===== src/rtl/tbp_ram.sv =====
// Generic single-port-write, single-read RAM with registered read.
// No dependencies.
module tbp_ram #(
    parameter int WIDTH = 8,
    parameter int DEPTH = 16
) (
    input  logic                     aclk,
    input  logic                     we,
    input  logic [$clog2(DEPTH)-1:0] waddr,
    input  logic [WIDTH-1:0]         wdata,
    input  logic [$clog2(DEPTH)-1:0] raddr,
    output logic [WIDTH-1:0]         rdata
);
    logic [WIDTH-1:0] mem [DEPTH];
    always_ff @(posedge aclk) begin
        if (we) mem[waddr] <= wdata;
        rdata <= mem[raddr];
    end
endmodule


===== config.mk =====
export PLATFORM = sky130hd
export DESIGN_NAME = tbp_ram
export DESIGN_NICKNAME = d
export VERILOG_FILES = /design/src/rtl/tbp_ram.sv
export SDC_FILE = /design/constraint.sdc
export NUM_CORES = 1
export LEC_CHECK = 0
export CORE_MARGIN = 5
export CORE_UTILIZATION = 30
export CTS_BUF_LIST = sky130_fd_sc_hd__clkbuf_8
export CTS_CLUSTER_DIAMETER = 60
export CTS_CLUSTER_SIZE = 30
export DETAILED_ROUTE_END_ITERATION = 6
export DONT_BUFFER_PORTS = 1
export HOLD_SLACK_MARGIN = 0.1
export SYNTH_ARGS = -nofsm -noshare
export SYNTH_HDL_FRONTEND = slang
export SYNTH_SLANG_ARGS = --single-unit

===== constraint.sdc =====
create_clock -name aclk -period 2.2 [get_ports aclk]
set_input_delay 0.22 -clock aclk [delete_from_list [all_inputs] [get_ports aclk]]
set_output_delay 0.22 -clock aclk [all_outputs]
set_load 0.05 [all_outputs]

# Word level (Yosys, flattened, before mapping)
# Memories as Yosys holds them, arrays and structs flattened. A register that Yosys moved wholly into a read port is not among the register bits.
# Index checks and enable logic that the tools add are counted.
# word_totals
in_bits	18
word_cells	3
register_bits	0
ram_bits	128
n_memories	1
# classes
mux	2
# memory_table
memory	words	width	read_ports	rd_clocked_by_memory_dff	write_ports	line	text
mem	16	8	1	1	1	14	logic [WIDTH-1:0] mem [DEPTH];
# ops
operator	count
2-to-1 mux 1 bit	2

# Logic depth before layout (Yosys ltp)
# Gate-level depths: netlist of run 1.
# depth
depth_word	2
ltp_mapped	5

# Worst setup path after synthesis of run 1
# OpenSTA, ideal clock, no wires.
# synth_timing
path_kind	input-to-reg
startpoint	input port waddr[2]
endpoint	memory mem[0][0], enable pin
t_arrival_ns	1.330
required_time_ns	1.817
stages	2
n_path_buf	0
path_slack_ns	0.487
cell_sequence	or3b_2 > nor3_1
# synth_lines
element	line	text
start, declared	9	input logic [$clog2(DEPTH)-1:0] waddr,
end, declared	14	
# No word-level cell before the write port.

==> results_dict.tcl, run 1 <==
set metrics [dict create \
    fin_hold_ws_ns 0.147 \
    total_power_mw 5.39 \
    die_w_um 141 \
    grt_max_degree 33 \
    slew_headroom_pct 45.1 \
    post-route-period-util_pct 66.4 \
    place.port_buffers 0 \
    crit_path_max_incr_delay_ns 0.87 \
    synth_edf_count 128 \
    crit_path_start_kind "primary input" \
    fp.dieH_um 141 \
    post_drt_via_cell_ratio 4.77 \
    cts_root_buf "clkbuf_8" \
    dr_wl_met3_um 913 \
    rows 47 \
    worst_slack_ns 0.739 \
    ctsLongestPathBuffers 2 \
    synth.distinct_cells 19 \
    core_area_mm2 0.0167 \
    worst_path_max_delay_cell "dlygate4sd3_1" \
    final_antenna_net_count 0 \
    slew_viol_final 0 \
    finalHoldViolations 0 \
    synth_top_cell_area_share_pct 74.7 \
    grtUsageTotal_pct 11.3 \
    met1_length_mm 4.53 \
    cts_buffers 17 \
    cp-end-kind "flip-flop" \
    ir_drop_v 0.000481 \
    drc 0 \
    avgSynthCellArea_um2 22.5 \
    rsz0062_at_grt "false" \
    synthArstFlopShare_pct 0 \
    clock_latency_ns 0.43 \
    period_needed_ns 1.46 \
    vias 2333 \
    nets 275 \
    yosys_warnings 0 \
    initialDrtViolationCount 184 \
    synth_cells 229 \
    seq_area_frac_synth_pct 77.8 \
    power.leakage_nw 1.91 \
    cts_tree "built" \
    place_ws_ns 0.683 \
    drive_gt1_share_pct 20.1 \
    gr-total-overflow 0 \
    pin_count 26 \
    synth-main-ff-cell "edfxtp_1" \
    initial_core_util_pct 30.8 \
    gp_congestion 0.728 \
    h-tree-depth 4 \
    synth_top_cell_by_area "edfxtp_1" \
    finClkSkew_ns 0.0101 \
    dr.pass1.iters 4 \
    worstPathCellList "dlygate4sd3_1 -> mux4_1 -> a22oi_1 -> nand2_1" \
    grt_first_pass_wirelength_mm 15.7 \
    antenna_cells_inserted 0 \
    antenna_found_initial 0 \
    cts.clk_slew.worst_paths_ns 0.07 \
    timing.critical_path.arrival_ns 1.79 \
    p_per_area_mw_per_mm2 909 \
    cp.required_ns 2.53 \
    fmax_mhz 684 \
    crit_type "primary input to flip-flop" \
    worstMarginPinSlew_ns 0.821 \
    routed.top_layer "met4" \
    outcome "finished, final reports clean" \
    routed_wl_mm 10.6 \
    worstPathMaxFanout 23 \
    setup-tns-final_ns 0 \
    hold_class "primary input to flip-flop" \
    synth_area_leaders "edfxtp_1, mux4_2, mux4_1" \
    dieArea_mm2 0.0199 \
    setup_viol 0 \
    cap_violations 0 \
    dp_hpwl_mm 6.50 \
    grt_pass1_vias 2428 \
    clock-sinks 136 \
    netlist_area_mm2 0.00515 \
    wl_per_cell_um 21.7 \
    syn-num-nets 247 \
    route.met2.wl_mm 5.02 \
    synth_most_common_cell "edfxtp_1" \
    synthTopCellsByCount "edfxtp_1, mux4_2, a22oi_1, mux4_1, nor2_1" \
    areaGrowthSynthToFinish_pct 15.1 \
    ys_seq_elements 136 \
]
[metal layers]
| layer | global-route usage (%) | vias to the layer above |
|---|---|---|
| met2 | 16.7 | 87 |
| met3 | 3.66 | 12 |
| met5 | 0 | - |
| met1 | 15.4 | 1204 |
| li1 | - | 1030 |
| met4 | 5.05 | 0 |
[placed cells by master, fill, tap and decap left out]
master	synthesis	final
nor3_1	4	4
clkinvlp_4	0	1
nor2b_1	1	1
clkinv_1	0	3
or3b_2	1	1
nand3_1	1	1
and2_1	1	1
bufinv_16	0	5
mux4_1	14	14
and2b_1	1	1
nand2b_1	2	2
inv_1	0	3
nor2_1	13	13
dfxtp_1	8	8
buf_4	1	10
nand3b_1	2	2
clkbuf_8	0	17
clkinv_2	0	2
a22oi_1	16	16
nand2_1	9	9
edfxtp_1	128	128
mux4_2	18	18
dlygate4sd3_1	0	9
[sequential cells by signal, indices dropped and copies added, names as in the netlist]
| signal | flops |
|---|---|
| mem | 128 |
| rdata | 8 |
[final cells by class]
class	count	area, um2
tap	220	275
multi-input combinational	83	1060
clock buffer	17	234
sequential	136	4000
timing repair buffer	19	165
clock inverter	14	190
fill	1577	10800
[cells by family (layout without fill, tap and decap cells)]
| family | after synthesis | in the layout | synth area share [%] |
|---|---|---|---|
| compound gates | 16 | 16 | 2.33 |
| buf+inv | 10 | 50 | 1.68 |
| flops | 136 | 136 | 77.8 |
| mux | 32 | 32 | 15.0 |
| simple gates | 35 | 35 | 3.18 |
[path summary, 6_finish.rpt]
path | cells past startpoint | start | slack, ns | to
max | 4 | raddr[1] | 0.74 | rdata[1]$_DFF_P_
min | 3 | raddr[1] | 0.15 | rdata[3]$_DFF_P_
max reg2reg | 3 | mem[9][5]$_DFFE_PP_ | 0.82 | rdata[5]$_DFF_P_
min reg2reg | 3 | mem[11][1]$_DFFE_PP_ | 0.67 | rdata[1]$_DFF_P_
[critical path, delay by kind of cell]
kind | cells | cell delay [ns]
AOI/OAI and AO/OA | 1 | 0.25
buffers and inverters | 1 | 0.87
muxes | 1 | 0.37
and+or+nand+nor | 1 | 0.08
[per-stage QoR]
stage | utilization (%) | instance area [um2] | std cells
after CTS | 35.5 | 5930 | 489
after detailed placement | 32.4 | 5410 | 449
after global routing | 35.5 | 5930 | 489
after floorplan | - | 5150 | 229
after global placement | 32.4 | 5410 | 449
final | 35.5 | 5930 | 489
[power by group]
part           total (mW)  internal (mW)  switching (mW)
clock network        2.19           1.31           0.882
logic               0.211         0.0961           0.115
registers            2.98           2.90          0.0848
total                5.39           4.30            1.08
[repair_timing]
item	CTS	global route
hold buffers	9	0
resized for setup	0	0
setup endpoints to repair	0	0
endpoints found under the hold margin	135	0
setup buffers	0	0
Note: power is estimated with default switching activity, not from simulation.
==> run 2, diff against run 1 <==
==> constraint.sdc (replaced) <==
create_clock -name aclk -period 1.2 [get_ports aclk]
set_input_delay 0.12 -clock aclk [delete_from_list [all_inputs] [get_ports aclk]]
set_output_delay 0.12 -clock aclk [all_outputs]
set_load 0.05 [all_outputs]
==> results_dict.tcl, run 2 (synthesis gave the netlist of run 1 again) <==
set metrics [dict create \
    outcome "finished with violations" \
    violations "negative setup slack" \
    fp.dieH_um 141 \
    largest_reg_flops 128 \
    routed_wl_mm 10.9 \
    antenna_cells_inserted 0 \
    crit_path_start_kind "flip-flop" \
    regMostFlops "mem" \
    grt_max_degree 33 \
    hold_buffers 10 \
    power.leakage_nw 1.91 \
    cp.required_ns 1.51 \
    rows 47 \
    clock-sinks 136 \
    cts_tree "built" \
    hold_class "primary input to flip-flop" \
    drive_gt1_share_pct 34.3 \
    post-place-cells 458 \
    cp-end-kind "flip-flop" \
    ir_drop_v 0.000892 \
    finClkSkew_ns 0.0122 \
    worstMarginPinSlew_ns 0.985 \
    period_needed_ns 1.30 \
    r2r-start "mem[3][5]$_DFFE_PP_" \
    slew_headroom_pct 34.2 \
    wl_per_cell_um 21.8 \
    timing.critical_path.arrival_ns 1.61 \
    slew_viol_final 0 \
    rsz0062_at_grt "true" \
    cts_root_buf "clkbuf_8" \
    stdcell_area_mm2 0.00605 \
    vias 2365 \
    ctsLongestPathBuffers 2 \
    fin_hold_ws_ns 0.00987 \
    dp_hpwl_mm 6.53 \
    clock_latency_ns 0.43 \
    fmax_mhz 770 \
    dieArea_mm2 0.0199 \
    h-tree-depth 4 \
    nets 285 \
    crit_type "flip-flop to flip-flop" \
    gr-total-overflow 0 \
    postCtsSetupRepairBufs 0 \
    p_per_area_mw_per_mm2 1540 \
    grt_first_pass_wirelength_mm 16.5 \
    areaGrowthSynthToFinish_pct 17.5 \
    grt_pass1_vias 2576 \
    setup_viol 8 \
    gp_congestion 0.691 \
    place.port_buffers 0 \
    biggestRegsByFlops "mem: 128 flops, rdata: 8 flops" \
    post_drt_via_cell_ratio 4.73 \
    layout_common_cells "edfxtp_1, mux4_2, clkbuf_8" \
    worstPathMaxFanout 1 \
    post_dp_cell_area_mm2 0.00558 \
    cap_violations 0 \
    cts_buffers 17 \
    finalHoldViolations 0 \
    die_w_um 141 \
    finalNonFillerCells 500 \
    initial_core_util_pct 30.8 \
    final_antenna_net_count 0 \
    initialDrtViolationCount 207 \
    grtUsageTotal_pct 11.6 \
    core_area_mm2 0.0167 \
    worst_slack_ns -0.0994 \
    dr.pass1.iters 4 \
    antenna_found_initial 0 \
    pin_count 26 \
    nFillCells 1588 \
    cts.clk_slew.worst_paths_ns 0.07 \
    hp-start "raddr[1]" \
    post-route-period-util_pct 108 \
    cp-startpoint "mem[3][5]$_DFFE_PP_" \
    final_common_cell "edfxtp_1" \
    drc 0 \
]
[run 2: power breakdown]
part / total, mW / switching [mW] / internal [mW]
clock network: 3.40 / 1.62 / 1.77
registers: 5.43 / 0.123 / 5.31
logic: 0.466 / 0.247 / 0.219
[run 2: timing repair]
item,in CTS,in global routing
gates resized for setup,13,9
setup endpoints to repair,11,11
pin swaps,6,4
hold endpoints to repair,168,8
[run 2: worst max-delay path, cell delays in order (launching register included)]
cell and delay, ns:
edfxtp_1 0.36, mux4_2 0.48, a22oi_2 0.16, buf_4 0.15
nand2_2 0.05
[run 2: per-stage QoR]
| stage | TNS [ns] | power [mW] | setup WS (ns) | util (%) |
|---|---|---|---|---|
| CTS | -0.554 | 9.35 | -0.0999 | 36.2 |
| global route | -0.887 | 9.65 | -0.146 | 36.2 |
| detailed placement | -1.04 | 5.90 | -0.125 | 33.4 |
| floorplan | -0.353 | 5.83 | -0.0563 | - |
| global placement | -0.804 | 5.89 | -0.104 | 33.4 |
| finish | -0.379 | 9.30 | -0.0994 | 36.2 |
[run 2: final cells by class]
class                   count  area [um2]  share of cell area (%)
clock buffers              17         234                    3.87
clock inverters            15         121                    2.01
multi-input cells          83        1090                    18.0
flip-flops and latches    136        4010                    66.3
well taps                 220         275                    4.55
repair buffers             29         318                    5.26
[run 2: final timing paths]
kind                            to  slack [ns]  cells after the start
hold reg to reg   rdata[1]$_DFF_P_        0.68                      3
setup reg to reg  rdata[5]$_DFF_P_        -0.1                      4
hold / removal    rdata[6]$_DFF_P_        0.01                      3
setup / recovery  rdata[5]$_DFF_P_        -0.1                      4
[run 2: per-layer routing]
layer | share of wire (%) | wire length (um) | GRT usage (%)
met2 | 49 | 5310 | 18.0
met3 | 6.4 | 699 | 4.06
met4 | 0.98 | 107 | 2.29
met5 | 0 | 0 | 0
met1 | 44 | 4800 | 15.9
